===== config.mk =====
export PLATFORM = sky130hd
export DESIGN_NAME = mp4sow_csr
export DESIGN_NICKNAME = d
export VERILOG_FILES = /design/src/hw/rtl/mp4sow_pkg.sv /design/src/hw/rtl/mp4sow_csr.sv
export SDC_FILE = /design/constraint.sdc
export NUM_CORES = 1
export LEC_CHECK = 0
export ABC_AREA = 1
export BUFFER_PORTS_ARGS = -buffer_cell sky130_fd_sc_hd__buf_2
export CORE_AREA = 2 2 114 83
export DETAILED_ROUTE_END_ITERATION = 8
export DIE_AREA = 0 0 116 85
export GPL_TIMING_DRIVEN = 0
export HOLD_SLACK_MARGIN = 0.1
export PLACE_DENSITY_LB_ADDON = 0.2
export SLEW_MARGIN = 20
export SYNTH_ARGS = -nofsm -noshare
export SYNTH_HDL_FRONTEND = slang
export SYNTH_SLANG_ARGS = --single-unit
export TNS_END_PERCENT = 100

===== constraint.sdc =====
create_clock -name clock -period 1.6 [get_ports clock]
set_clock_uncertainty 0.1 [all_clocks]
set_input_delay 0.24 -clock clock [delete_from_list [all_inputs] [get_ports clock]]
set_output_delay 0.24 -clock clock [all_outputs]
set_load 0.05 [all_outputs]

===== src/hw/rtl/mp4sow_pkg.sv =====
`timescale 1ns / 1ps

package mp4sow_pkg;

   // field widths
   localparam int ACTION_W  = 2;
   localparam int INDEX_W   = 6;
   localparam int WORD_W    = 32;
   localparam int MAPCNT_W  = 7;
   localparam int STATUS_W  = 3;

   // map slots an entry index can reach
   localparam int MAP_SLOTS_MAX     = 2 ** INDEX_W;
   localparam int MAP_DEPTH_DEFAULT = 64;

   // configuration register map (byte address = 4 * index)
   localparam int CSR_ADDR_W = 4;
   localparam int CSR_DATA_W = 32;
   localparam logic [1:0] REG_MAP_COUNT    = 2'd0;
   localparam logic [1:0] REG_CHUNK_COUNT  = 2'd1;
   localparam logic [1:0] REG_SAMPLE_COUNT = 2'd2;

   typedef enum logic [ACTION_W-1:0] {
      ACT_MAP    = 2'd0,
      ACT_CHUNK  = 2'd1,
      ACT_SAMPLE = 2'd2
   } action_type;

   typedef enum logic [STATUS_W-1:0] {
      ST_OK        = 3'd0,
      ST_MAP_ORDER = 3'd1,
      ST_ZERO_SPC  = 3'd2,
      ST_TOO_MANY  = 3'd3,
      ST_OVERFLOW  = 3'd4,
      ST_NO_CHUNK  = 3'd5,
      ST_OPEN      = 3'd6,
      ST_EXCESS    = 3'd7
   } status_type;

   typedef struct packed {
      logic [MAPCNT_W-1:0] map_count;
      logic [WORD_W-1:0]   chunk_count;
      logic [WORD_W-1:0]   sample_count;
   } cfg_type;

   typedef struct packed {
      logic [WORD_W-1:0] sample_offset;
      logic              last_in_chunk;
      logic              last_sample;
      status_type        status;
   } rsp_word_type;

endpackage


===== src/hw/rtl/mp4sow_csr.sv =====
`timescale 1ns / 1ps

module mp4sow_csr (
   input  logic                                clock,
   input  logic                                reset,
   input  logic                                psel,
   input  logic                                penable,
   input  logic                                pwrite,
   input  logic [mp4sow_pkg::CSR_ADDR_W-1:0]   paddr,
   input  logic [mp4sow_pkg::CSR_DATA_W-1:0]   pwdata,
   output logic [mp4sow_pkg::CSR_DATA_W-1:0]   prdata,
   output logic                                pready,
   output mp4sow_pkg::cfg_type                 cfg
);

   mp4sow_pkg::cfg_type cfg_ff;
   mp4sow_pkg::cfg_type cfg_in;
   logic [1:0]          reg_idx;
   logic                wr_go;

   assign pready  = 1'b1;
   assign reg_idx = paddr[3:2];
   assign wr_go   = psel && penable && pwrite;
   assign cfg     = cfg_ff;

   // register write decode
   always_comb begin
      cfg_in = cfg_ff;
      if (wr_go) begin
         case (reg_idx)
            mp4sow_pkg::REG_MAP_COUNT:
               cfg_in.map_count = pwdata[mp4sow_pkg::MAPCNT_W-1:0];
            mp4sow_pkg::REG_CHUNK_COUNT:
               cfg_in.chunk_count = pwdata;
            mp4sow_pkg::REG_SAMPLE_COUNT:
               cfg_in.sample_count = pwdata;
            default: ;
         endcase
      end
   end

   always_ff @(posedge clock) begin
      if (reset) begin
         cfg_ff.map_count    <= mp4sow_pkg::MAPCNT_W'(1);
         cfg_ff.chunk_count  <= 32'd1;
         cfg_ff.sample_count <= 32'd1;
      end else begin
         cfg_ff <= cfg_in;
      end
   end

   // read mux
   always_comb begin
      case (reg_idx)
         mp4sow_pkg::REG_MAP_COUNT:
            prdata = {{(mp4sow_pkg::CSR_DATA_W-mp4sow_pkg::MAPCNT_W){1'b0}},
                      cfg_ff.map_count};
         mp4sow_pkg::REG_CHUNK_COUNT:  prdata = cfg_ff.chunk_count;
         mp4sow_pkg::REG_SAMPLE_COUNT: prdata = cfg_ff.sample_count;
         default:                      prdata = '0;
      endcase
   end

endmodule


==> results.md <==
* First-pass GRT wire length at 17.2 mm
* RSZ-0062 raised after global routing: yes
* Crit. End Element: primary output
* Non-filler cells in the finished layout at 827
* Drt first pass iters at 4
* Dpl hpwl at 7.98 mm
* Hold Fails Final Rpt at 0
* Setup Viol. Count Final at 0
* GR met2 Demand/Resource at 0.363
* Area contributors post-synth: dfxtp_1, nand2_1, nor2_1, nand3_1, inv_1
* Yosys cell types at 14
* Die extent in x at 116 um
* Overall power at 0.00455 W
* Die height at 85 um
* CTS HTree Levels at 3
* Via Count at 3,839
* Congestion Overflow GR at 0
* Synth Cell Area at 3340 sq um
* PD cells at 947 nW/um^2
* Largest net degree at the start of global routing at 12
* Core box area at 8780 sq um
* CP Class: input port to primary output
* Worst-path fanout max at 10
* IO Port Bufs at 141
* CP startpoint kind: input port
* Ys Warns at 0
* Number of I/O pins at 145
* Routed wire length per instance at 13.5 um
* Post-synthesis register bit count at 71
* Pins Over Slew Limit at 0
* Reg2reg end: cfg[32]$_SDFFE_PP1P_
* Fin crit share at 0.977
* Cell total after placement at 802
* Clk sink count at 71
* Largest area contributor in the netlist: dfxtp_1
* Top cell type's share of synthesized area at 0.426
* Grt peak-use layer: met2
* Area Growth Syn to Fin at 44.0%
* Initial drt markers at 269
* Crit path DAT at 1.22 ns
* Fin crit period at 1.56 ns
* Vias in the first global route at 3,430
* Clock transition at the registers of the reported paths at 0.05 ns
* Via density at 4.64
* Clock Path Buffers at 2
* Fmax at 640 MHz
* All-Layer GR Usage at 0.228
* Max reg flops at 71
* Met1 Use GR at 0.310
* Slew margin rel. at 0.597
* Overall routed net length at 11.1 mm
* Hold Crit Endpoint: cfg[60]$_SDFFE_PP0P_
* Antenna cells at 0
* # rows at 29
* Antenna violations before repair at 0
* Die Area at 9860 sq um
* Syn Inst Count at 537
* P_leak at 2.56 nW
* Hold WC Path Type: input port to register
* Initial Util at 0.380
* Slew @ Worst Pin at 0.602 ns
* Mapped Nets at 578
* Maximum VDD drop at 0.519 mV
* Reg2reg start: cfg[32]$_SDFFE_PP1P_
* DR DRC count at 0
* Root buffer cell: clkbuf_16
* Post-route ant nets at 0
* Cts bufs inserted at 9
* Clk Latency, worst-skew pair at 0.33 ns
* R2R depth at 2
* Max-cap viol count at 0
* Worst EP required at 1.26 ns
* Layout cell share with drive strength beyond 1 at 0.279
* Worst hold stages at 4
* Outcome: finished clean
* Mean area per synthesized cell at 6.21 sq um
* Hold wc startpoint: reset
* Layout Nets at 740
* Register area share after synthesis at 0.426
* TritonCTS clock tree: built
* Routability congestion estimate at 0.793
* GR Util met3 at 0.0543
* R2r setup slk at 0.87 ns
* Final core area utilization at 0.547
==> synth_stat cells, drive strengths merged <==
library cell and instances:
nand2 171, nor2 143, nand3 79, dfxtp 71, inv 35, buf 29, clkbuf 5, o21ai 3
conb 1
==> routing by layer <==
metal	part of all wire	vias to the layer above
met5	0	-
met4	0.0096	0
met3	0.082	10
met2	0.44	159
met1	0.46	1704
li1	-	1966
==> report_power, final <==
| group | switching (W) | total (W) | internal, W |
|---|---|---|---|
| Sequential | 0.0000299 | 0.00184 | 0.00181 |
| Clock | 0.000749 | 0.00202 | 0.00127 |
| Combinational | 0.000469 | 0.000686 | 0.000216 |
==> kinds of logic after synthesis <==
logic type | after synthesis | synth area share
DFF | 71 | 0.426
other | 1 | 0.00112
and+or+nand+nor | 393 | 0.478
buffers and inverters | 69 | 0.0904
AOI/OAI and AO/OA | 3 | 0.00450
==> layout by cell type, fill, tap and decap left out, drive strengths merged <==
cell / instances
conb: 1
nand2: 171
bufinv: 1
buf: 177
clkbuf: 18
nor2: 143
dfxtp: 71
clkinv: 3
nand3: 79
o21ai: 3
dlygate4sd3: 1
inv: 35
==> metrics by stage <==
stage | area [sq um] | worst slack, ns | setup TNS, ns | hold slack (ns)
floorplan | 3340 | 0.104 | 0 | 0.266
CTS | 4600 | 0.000195 | 0 | 0.106
detailed placement | 4200 | -0.231 | -3.81 | 0.388
finish | 4800 | 0.0364 | 0 | 0.110
global placement | 4200 | -0.263 | -4.20 | 0.381
global route | 4800 | -0.00452 | -0.0142 | 0.134
==> worst max path at each step <==
stage                       to  slack [ns]  startpoint  depth (start not counted)
floorplan            prdata[1]        0.10    paddr[3]                          4
global route        prdata[27]      -0.005    paddr[3]                          8
CTS                 prdata[28]      0.0002    paddr[3]                          7
finish              prdata[31]        0.04    paddr[2]                          8
global placement     prdata[6]       -0.26    paddr[3]                          6
detailed placement   prdata[5]       -0.23    paddr[3]                          6
==> critical path, cell delays in order <==
cell and delay, ns:
clkbuf_4 0.15, inv_2 0.06, nor2_4 0.12, buf_12 0.14, buf_6 0.16, nand2_1 0.06, nand2_1 0.09, buf_4 0.20
==> layout make-up <==
cell class	instances	area (sq um)
inverters	35	131
multi-input cells	397	1620
clock inverters	4	45.0
fillers	917	3980
flip-flops and latches	71	1420
repair buffers	151	940
clock buffers	11	253
well taps	124	155
plain buffers	34	243
==> timing repair <==
item,in CTS,in global routing
gates resized for setup,40,28
gates cloned,0,2
buffers inserted,0,7
endpoints found under the setup margin,32,32
hold buffers,1,0
pin swaps,0,2
endpoints found under the hold margin,3,0
No activity file was read; power rests on OpenSTA's default activity.
