**src/hw/rtl/mp4sow_pkg.sv**
```systemverilog
`timescale 1ns / 1ps

package mp4sow_pkg;

   // field widths
   localparam int ACTION_W  = 2;
   localparam int INDEX_W   = 6;
   localparam int WORD_W    = 32;
   localparam int MAPCNT_W  = 7;
   localparam int STATUS_W  = 3;

   // map slots an entry index can reach
   localparam int MAP_SLOTS_MAX     = 2 ** INDEX_W;
   localparam int MAP_DEPTH_DEFAULT = 64;

   // configuration register map (byte address = 4 * index)
   localparam int CSR_ADDR_W = 4;
   localparam int CSR_DATA_W = 32;
   localparam logic [1:0] REG_MAP_COUNT    = 2'd0;
   localparam logic [1:0] REG_CHUNK_COUNT  = 2'd1;
   localparam logic [1:0] REG_SAMPLE_COUNT = 2'd2;

   typedef enum logic [ACTION_W-1:0] {
      ACT_MAP    = 2'd0,
      ACT_CHUNK  = 2'd1,
      ACT_SAMPLE = 2'd2
   } action_type;

   typedef enum logic [STATUS_W-1:0] {
      ST_OK        = 3'd0,
      ST_MAP_ORDER = 3'd1,
      ST_ZERO_SPC  = 3'd2,
      ST_TOO_MANY  = 3'd3,
      ST_OVERFLOW  = 3'd4,
      ST_NO_CHUNK  = 3'd5,
      ST_OPEN      = 3'd6,
      ST_EXCESS    = 3'd7
   } status_type;

   typedef struct packed {
      logic [MAPCNT_W-1:0] map_count;
      logic [WORD_W-1:0]   chunk_count;
      logic [WORD_W-1:0]   sample_count;
   } cfg_type;

   typedef struct packed {
      logic [WORD_W-1:0] sample_offset;
      logic              last_in_chunk;
      logic              last_sample;
      status_type        status;
   } rsp_word_type;

endpackage

```
**src/hw/rtl/mp4sow_skid.sv**
```systemverilog
`timescale 1ns / 1ps

// two-word output buffer: takes a word whenever one slot is free
module mp4sow_skid (
   input  logic                      clock,
   input  logic                      reset,
   input  logic                      in_valid,
   input  mp4sow_pkg::rsp_word_type  in_word,
   output logic                      in_ready,
   output logic                      out_valid,
   output mp4sow_pkg::rsp_word_type  out_word,
   input  logic                      out_ready
);

   mp4sow_pkg::rsp_word_type head_ff, head_in;
   mp4sow_pkg::rsp_word_type tail_ff, tail_in;
   logic [1:0]               count_ff, count_in;
   logic                     push, pop;

   assign in_ready  = (count_ff != 2'd2);
   assign out_valid = (count_ff != 2'd0);
   assign out_word  = head_ff;
   assign push      = in_valid && in_ready;
   assign pop       = out_valid && out_ready;

   always_comb begin
      head_in  = head_ff;
      tail_in  = tail_ff;
      count_in = count_ff;
      case ({push, pop})
         2'b10: begin
            if (count_ff == 2'd0) head_in = in_word;
            else                  tail_in = in_word;
            count_in = count_ff + 2'd1;
         end
         2'b01: begin
            head_in  = tail_ff;
            count_in = count_ff - 2'd1;
         end
         2'b11: begin
            // only reachable with one word held
            head_in = in_word;
         end
         default: ;
      endcase
   end

   always_ff @(posedge clock) begin
      if (reset) count_ff <= 2'd0;
      else       count_ff <= count_in;
   end

   always_ff @(posedge clock) begin
      head_ff <= head_in;
      tail_ff <= tail_in;
   end

endmodule

```
**config.mk**
```make
export PLATFORM = sky130hd
export DESIGN_NAME = mp4sow_skid
export DESIGN_NICKNAME = d
export VERILOG_FILES = /design/src/hw/rtl/mp4sow_pkg.sv /design/src/hw/rtl/mp4sow_skid.sv
export SDC_FILE = /design/constraint.sdc
export NUM_CORES = 1
export LEC_CHECK = 0
export BUFFER_PORTS_ARGS = -buffer_cell sky130_fd_sc_hd__buf_2
export CAP_MARGIN = 15
export CORE_MARGIN = 2
export CORE_UTILIZATION = 28
export CTS_CLUSTER_DIAMETER = 120
export DETAILED_ROUTE_END_ITERATION = 12
export HOLD_SLACK_MARGIN = 0.06
export PLACE_DENSITY = 0.53
export RECOVER_POWER = 50
export SLEW_MARGIN = 10
export SYNTH_ARGS = -nofsm -noshare
export SYNTH_HDL_FRONTEND = slang
export SYNTH_SLANG_ARGS = --single-unit
```
**constraint.sdc**
```tcl
create_clock -name clock -period 4.1 [get_ports clock]
set_clock_uncertainty 0.1 [all_clocks]
set_input_delay 0.205 -clock clock [delete_from_list [all_inputs] [get_ports clock]]
set_output_delay 0.205 -clock clock [all_outputs]
set_load 0.02 [all_outputs]
```
==> impl_metrics.yaml, run 1 <==
run_status:
  outcome: "complete, but fails checks"
  violations: "capacitance limit, slew limit"
placement:
  hpwl_um: 3100
  port_buffers: 79
  gp_congestion: 0.691
  post-place-ws_ns: 1.74
synthesis:
  synth_top_family_by_area: "multiplexers"
  synth-xor-area-share: 0.00623
  synth-compound-area-share: 0.00534
  synth-seq-cells: 76
  muxShareOfSynthArea: 0.148
  synth_cells: 135
  yosysUniqueCellTypes: 17
  synth-seq-area-share: 0.804
  yosys_warnings: 0
  synthesis.nets: 178
  synthAdderAreaFrac: 0.00890
  synth_top_area_share: 0.790
  synth_area_um2: 2810
  synthTopCellsByArea: "edfxtp_1 (79%), mux2_2 (14%), dfxtp_1 (1.4%)"
  postSynthAreaPerCell_um2: 20.8
  synth_top_cell_by_area: "edfxtp_1"
  yosys.area_share.simple: 0.0133
final_layout:
  final_cell_mix: "edfxtp_1 (74), clkbuf_1 (71), dlygate4sd3_1 (38), mux2_2 (34), clkbuf_8 (9)"
  antennaDiodeCount: 0
  layout_commonest_cell: "edfxtp_1"
  utilization: 0.392
  layout.nets: 303
  syn_to_final_growth_pct: 36.4
  drive_gt1_frac: 0.226
global_route:
  grt_pass1_vias: 1731
  grt_max_degree: 39
  antenna_found_initial: 0
  grt_usage: 0.0999
  grt_pass1_wl_um: 8290
  grt_overflow_total: 0
clock_network:
  ctsResizeCount: 0
  clk_latency_ns: 0.34
  hold_buffers: 38
  clock-root-buffer: "clkbuf_8"
  cts_buffer_depth: 2
  cts_buffers: 9
  cts_sinks: 76
  clkTransAtPathRegs_ns: 0.07
  post_cts_buffers: 0
  tritoncts: "done"
  cts-htree-levels: 3
setup_path:
  crit_required_ns: 3.93
  cp_data_arrival_time_ns: 2.21
  crit_type: "reg -> reg"
  cpPeakStageDelay_ns: 1.16
  end_kind: "flip-flop"
  critPathMaxFanout: 37
  worstPathCellList: "nor2_1 > nand2_1 > nand2_1"
  cp_common_cell: "nand2_1"
  crit_slowest_cell: "nand2_1"
  start_kind: "flip-flop"
pwr:
  power.total_w: 0.00244
  p_leak_nw: 1.29
  vdd_drop_max_mv: 0.281
  powerDensity_nw_per_um2: 635
sta:
  min_period_ns: 2.38
  setup_violations: 0
  fmax_mhz: 421
  layout_setup_ws_ns: 1.72
  tightestPinTransition_ns: 1.60
  holdWs_ns: 0.311
  finalMaxSlewViolations: 38
  tns_ns: 0
  rsz0062_at_grt: "no"
  fin_crit_sh: 0.580
  slew_headroom: -0.0722
  final-hold-violation-count: 0
floorplan:
  core_um2: 9770
  initial_core_util: 0.288
  chipHeight_um: 104
  die_area_um2: 10900
  row_count: 36
  die_x_um: 104
  io_pins: 80
routing:
  ant_nets: 0
  drc: 0
  drt-total-wl_um: 5250
  drtPass1Iterations: 4
  route.detailed.wl_per_inst_um: 13.2
  viasPerCell: 4.04
  drtIter0Drc: 35
  vias: 1609
flow_run:
  cap_violations: 1
worst_hold_path:
  holdCritPathClass: "in -> reg"
## registers in the layout (all words and copies together) (netlist names)
register and count:
out_word 37, tail_ff 37, count_ff 2
## power by group
group | switching (W) | total (W) | internal [W]
Clock | 0.000258 | 0.000471 | 0.000213
Sequential | 0.0000656 | 0.00125 | 0.00119
Combinational | 0.000488 | 0.000710 | 0.000222
## final timing paths
check / startpoint / end / slack (ns) / cells after the start
worst min-delay path: in_valid / count_ff[0]$_SDFFE_PP0P_ / 0.31 / 6
worst max-delay path: count_ff[0]$_SDFFE_PP0P_ / out_word[0]$_DFFE_PP_ / 1.72 / 3
worst min register to register: count_ff[1]$_SDFFE_PP0P_ / count_ff[1]$_SDFFE_PP0P_ / 0.42 / 2
worst max register to register: count_ff[0]$_SDFFE_PP0P_ / out_word[0]$_DFFE_PP_ / 1.72 / 3
## critical path: cells and delay by family (launching register included)
kind / cells / cell delay (ns)
DFF: 1 / 0.36
and+or+nand+nor: 3 / 1.51
## layout make-up
type	instances	area [µm²]
inverters	3	11.3
clock buffers	10	128
flip-flops and latches	76	2260
repair buffers	118	716
multi-input cells	52	522
well taps	133	166
fillers	944	5940
clock inverters	6	31.3
## logic make-up after synthesis
group	after synthesis
muxes	37
xor gates and xnor gates	2
buffers and inverters	7
adders and majority gates	2
AOI/OAI and AO/OA	3
DFF	76
and+or+nand+nor	8
## through the flow
step / cells / instance area [µm²]
after floorplan: 135 / 2810
final: 398 / 3840
after detailed placement: 343 / 3360
after global routing: 398 / 3840
after CTS: 397 / 3900
after global placement: 343 / 3360
## metal layers
layer,routed length [µm],global-route usage
met2,2420,0.162
met3,371,0.0414
met1,2430,0.117
met5,0,0
met4,31,0.0405
## cells in the mapped netlist
library cell  count
xnor2_1           1
mux2_2           34
nand2b_1          1
a21oi_1           1
buf_2             1
edfxtp_1         74
ha_1              2
mux2_1            3
xor2_1            1
buf_4             3
inv_1             3
nor2_1            2
nor2b_1           1
dfxtp_1           2
nand2_1           3
o21ai_0           2
or3_1             1
No activity file was read; power rests on OpenSTA's default activity.
==> inputs of run 2 (changes only) <==
- PLACE_DENSITY: 0.53 -> 0.55
- clock period: 4.1 -> 1.9 ns (I/O delays scaled with it)
==> impl_metrics.yaml, run 2 (same netlist as run 1, synthesis figures left out) <==
run_status:
  outcome: "finished clean"
sta:
  tns_ns: 0
  finalMaxSlewViolations: 0
  layout_setup_ws_ns: 0.129
  min_period_ns: 1.77
  setup_violations: 0
  tightestPinTransition_ns: 0.379
  final-hold-violation-count: 0
  slew_headroom: 0.748
  rsz0062_at_grt: "no"
  fmax_mhz: 565
  fin_crit_sh: 0.932
  holdWs_ns: 0.194
worst_hold_path:
  holdCritPathClass: "in -> reg"
placement:
  port_buffers: 79
  gp_congestion: 0.591
  hpwl_um: 3330
  post-place-ws_ns: 0.128
final_layout:
  multiInputGateArea_um2: 524
  final_cell_mix: "edfxtp_1 (74), clkbuf_1 (64), dlygate4sd3_1 (38), mux2_2 (34), buf_2 (13)"
  num-fill-cells: 966
  antennaDiodeCount: 0
  layout_commonest_cell: "edfxtp_1"
  syn_to_final_growth_pct: 40.8
  final-seq-area_um2: 2260
  drive_gt1_frac: 0.269
  layout.nets: 309
setup_path:
  crit_required_ns: 2.07
  critPathMaxFanout: 16
  start_kind: "flip-flop"
  end_kind: "flip-flop"
  cp_data_arrival_time_ns: 1.94
  reg2reg_slack_ns: 0.13
  crit_type: "reg -> reg"
clock_network:
  post_cts_buffers: 0
  clkTransAtPathRegs_ns: 0.08
  clk_latency_ns: 0.34
  cts-htree-levels: 3
  cts_sinks: 76
  clock-root-buffer: "clkbuf_8"
  cts_buffers: 9
  cts_buffer_depth: 2
  tritoncts: "done"
  ctsResizeCount: 0
routing:
  drtPass1Iterations: 4
  route.detailed.wl_per_inst_um: 13.3
  vias: 1642
  ant_nets: 0
  drtIter0Drc: 21
  drc: 0
  viasPerCell: 4.06
  drt-total-wl_um: 5360
floorplan:
  row_count: 36
  chipHeight_um: 104
  initial_core_util: 0.288
  die_x_um: 104
  core_um2: 9770
  die_area_um2: 10900
  io_pins: 80
pwr:
  vdd_drop_max_mv: 0.618
  powerDensity_nw_per_um2: 1430
  p_leak_nw: 1.35
global_route:
  grt_pass1_vias: 1614
  antenna_found_initial: 0
  grt_pass1_wl_um: 8250
  grt_overflow_total: 0
  grt_max_degree: 24
  grt_usage: 0.101
flow_run:
  cap_violations: 0
[run 2: cell count changes in the layout (fill, tap and decap cells not counted), moves of 2 or more]
cell | previous run | this run
buf_12 | 0 | 3
buf_4 | 0 | 2
buf_2 | 8 | 13
clkinvlp_4 | 1 | 3
clkbuf_1 | 71 | 64
bufinv_16 | 0 | 2
clkinv_2 | 4 | 1
[run 2: where the power goes]
part	internal (W)	switching (W)
logic	0.000552	0.00110
clock network	0.000732	0.000592
registers	0.00254	0.000131
total	0.00382	0.00182
[run 2: per-layer routing]
metal | GRT usage | share of wire | up-vias
li1 | - | - | 786
met1 | 0.119 | 0.45 | 797
met2 | 0.165 | 0.49 | 52
met3 | 0.0363 | 0.051 | 7
met4 | 0.0434 | 0.015 | 0
met5 | 0 | 0 | -
[run 2: area by class of cell]
cell class                      instances  area share
Clock inverter                          7      0.0231
Inverter                                3     0.00284
Tap cell                              133      0.0420
Multi-Input combinational cell         52       0.132
Clock buffer                            9      0.0313
Sequential cell                        76       0.571
Timing Repair Buffer                  124       0.197
[run 2: final timing paths]
check	cells past startpoint	end	from
worst max-delay path	7	count_ff[1]$_SDFFE_PP0P_	count_ff[0]$_SDFFE_PP0P_
worst min-delay path	6	count_ff[0]$_SDFFE_PP0P_	in_valid
worst max register to register	7	count_ff[1]$_SDFFE_PP0P_	count_ff[0]$_SDFFE_PP0P_
worst min register to register	2	count_ff[1]$_SDFFE_PP0P_	count_ff[1]$_SDFFE_PP0P_
[run 2: what timing repair did]
action,CTS,global route
hold buffers,38,0
setup endpoints to repair,0,0
hold endpoints to repair,76,0
[run 2: worst max-delay path, stage by stage, from the launching register on]
cell	delay [ns]
dfxtp_1	0.36
o21ai_0	0.22
inv_1	0.08
ha_2	0.22
buf_12	0.16
xnor2_1	0.13
or3_1	0.30
a21oi_1	0.14
[run 2: metrics by stage]
step	cell area (µm²)	util	cells	power, W
global route	3960	0.405	404	0.00595
finish	3960	0.405	404	0.00565
CTS	4060	0.415	404	0.00589
floorplan	2830	-	135	0.00375
global placement	3460	0.354	350	0.00445
detailed placement	3460	0.354	350	0.00447
==> inputs of run 3 (changes only) <==
- CORE_UTILIZATION: 28 -> 35
- PLACE_DENSITY: 0.55 -> 0.65
- clock period: 1.9 -> 1.5 ns (I/O delays scaled with it)
==> impl_metrics.yaml, run 3 (same netlist as run 1, synthesis figures left out) <==
run_status:
  outcome: "complete, but fails checks"
  violations: "setup timing"
floorplan:
  die_x_um: 93.6
  core_um2: 7770
  die_area_um2: 8770
  chipHeight_um: 93.6
  initial_core_util: 0.362
  io_pins: 80
  row_count: 32
placement:
  place_inst: 324
  post-place-ws_ns: -0.199
  gp_congestion: 0.770
  hpwl_um: 3600
  dpl_cell_area_um2: 3520
  port_buffers: 79
clock_network:
  cts-htree-levels: 3
  tritoncts: "done"
  cts_buffers: 9
  clock-root-buffer: "clkbuf_8"
  post_cts_buffers: 0
  clkTransAtPathRegs_ns: 0.07
  cts_sinks: 76
  cts_buffer_depth: 2
  clk_latency_ns: 0.34
pwr:
  vdd_drop_max_mv: 0.736
  clkPwrFrac: 0.191
  p_comb_frac: 0.344
  seq_power_share: 0.465
  p_leak_nw: 1.46
  switching_power_w: 0.00232
  swShare: 0.317
  p_int_w: 0.00502
  powerDensity_nw_per_um2: 1810
final_layout:
  drive_gt1_frac: 0.383
  syn_to_final_growth_pct: 44.6
  utilization: 0.524
  num-fill-cells: 663
  postLayoutCellArea_um2: 4070
  finalNonFillerCells: 376
  layout.nets: 314
  final_cell_mix: "edfxtp_1 (74), clkbuf_1 (46), dlygate4sd3_1 (38), buf_2 (33), mux2_2 (28)"
  layout_commonest_cell: "edfxtp_1"
  antennaDiodeCount: 0
sta:
  layout_setup_ws_ns: -0.134
  setup_violations: 75
  tightestPinTransition_ns: 0.285
  min_period_ns: 1.63
  slew_headroom: 0.811
  finalMaxSlewViolations: 0
  holdWs_ns: 0.192
  fin_crit_sh: 1.09
  rsz0062_at_grt: "yes"
  fmax_mhz: 612
  final-hold-violation-count: 0
setup_path:
  cp_data_arrival_time_ns: 1.62
  crit_type: "reg -> reg"
  critPathMaxFanout: 15
  rr_worst_depth: 5
  end_kind: "flip-flop"
  start_kind: "flip-flop"
  crit_required_ns: 1.48
routing:
  drt-total-wl_um: 5420
  drtPass1Iterations: 4
  vias: 1643
  drc: 0
  viasPerCell: 4.37
  drtIter0Drc: 42
  route.detailed.wl_per_inst_um: 14.4
  ant_nets: 0
global_route:
  grt_pass1_vias: 1690
  use_met1: 0.152
  grt.busiest_layer: "met2"
  grt_usage: 0.131
  grt_pass1_wl_um: 8330
  met2_usage: 0.222
  grt_max_degree: 21
  grt_overflow_total: 0
  grt_use_met3: 0.0427
  antenna_found_initial: 0
worst_hold_path:
  hold_depth: 6
  holdCritPathClass: "in -> reg"
flow_run:
  cap_violations: 0
## run 3: final cells by class
class	instances	area, µm²	area share
well taps	102	128	0.0314
clock buffers	11	131	0.0323
clock inverters	3	40.0	0.00985
repair buffers	129	893	0.220
multi-input cells	52	596	0.146
inverters	3	11.3	0.00277
flip-flops and latches	76	2270	0.558
## run 3: per-stage QoR
stage / setup TNS, ns / total power, W
after floorplan: -28.58 / 0.00481
after global placement: -6.05 / 0.00587
after detailed placement: -8.21 / 0.00591
after CTS: -5.82 / 0.00748
after global routing: -9.47 / 0.00773
final: -5.78 / 0.00734
## run 3: worst max-delay path, stage by stage, from the launching register on
cell	delay, ns
dfxtp_4	0.35
nand2b_4	0.15
nand2_4	0.07
ha_4	0.19
buf_12	0.16
mux2_2	0.35
## run 3: final timing paths
check                                 from                        to  slack (ns)
setup / recovery  count_ff[0]$_SDFFE_PP0P_    out_word[13]$_DFFE_PP_       -0.13
hold / removal                    in_valid  count_ff[1]$_SDFFE_PP0P_        0.19
setup reg to reg  count_ff[0]$_SDFFE_PP0P_    out_word[13]$_DFFE_PP_       -0.13
hold reg to reg       tail_ff[0]$_DFFE_PP_     out_word[0]$_DFFE_PP_        0.44
## run 3: metal layers
layer  up-vias  share of wire
met5         -              0
met4         0          0.019
met3         6          0.036
met2        36           0.53
met1       810           0.41
li1        791              -
## run 3: repair_timing
item	CTS	global route
resized for setup	10	4
endpoints found under the hold margin	76	0
setup endpoints to repair	75	94
hold buffers	38	0
## run 3: power by group through the flow
stage / Sequential, W / Clock [W] / Combinational, W
floorplan: 0.00393 / 0 / 0.000874
CTS: 0.00341 / 0.00146 / 0.00260
global placement: 0.00343 / 0 / 0.00244
detailed placement: 0.00345 / 0 / 0.00246
global route: 0.00348 / 0.00155 / 0.00271
finish: 0.00341 / 0.00140 / 0.00253
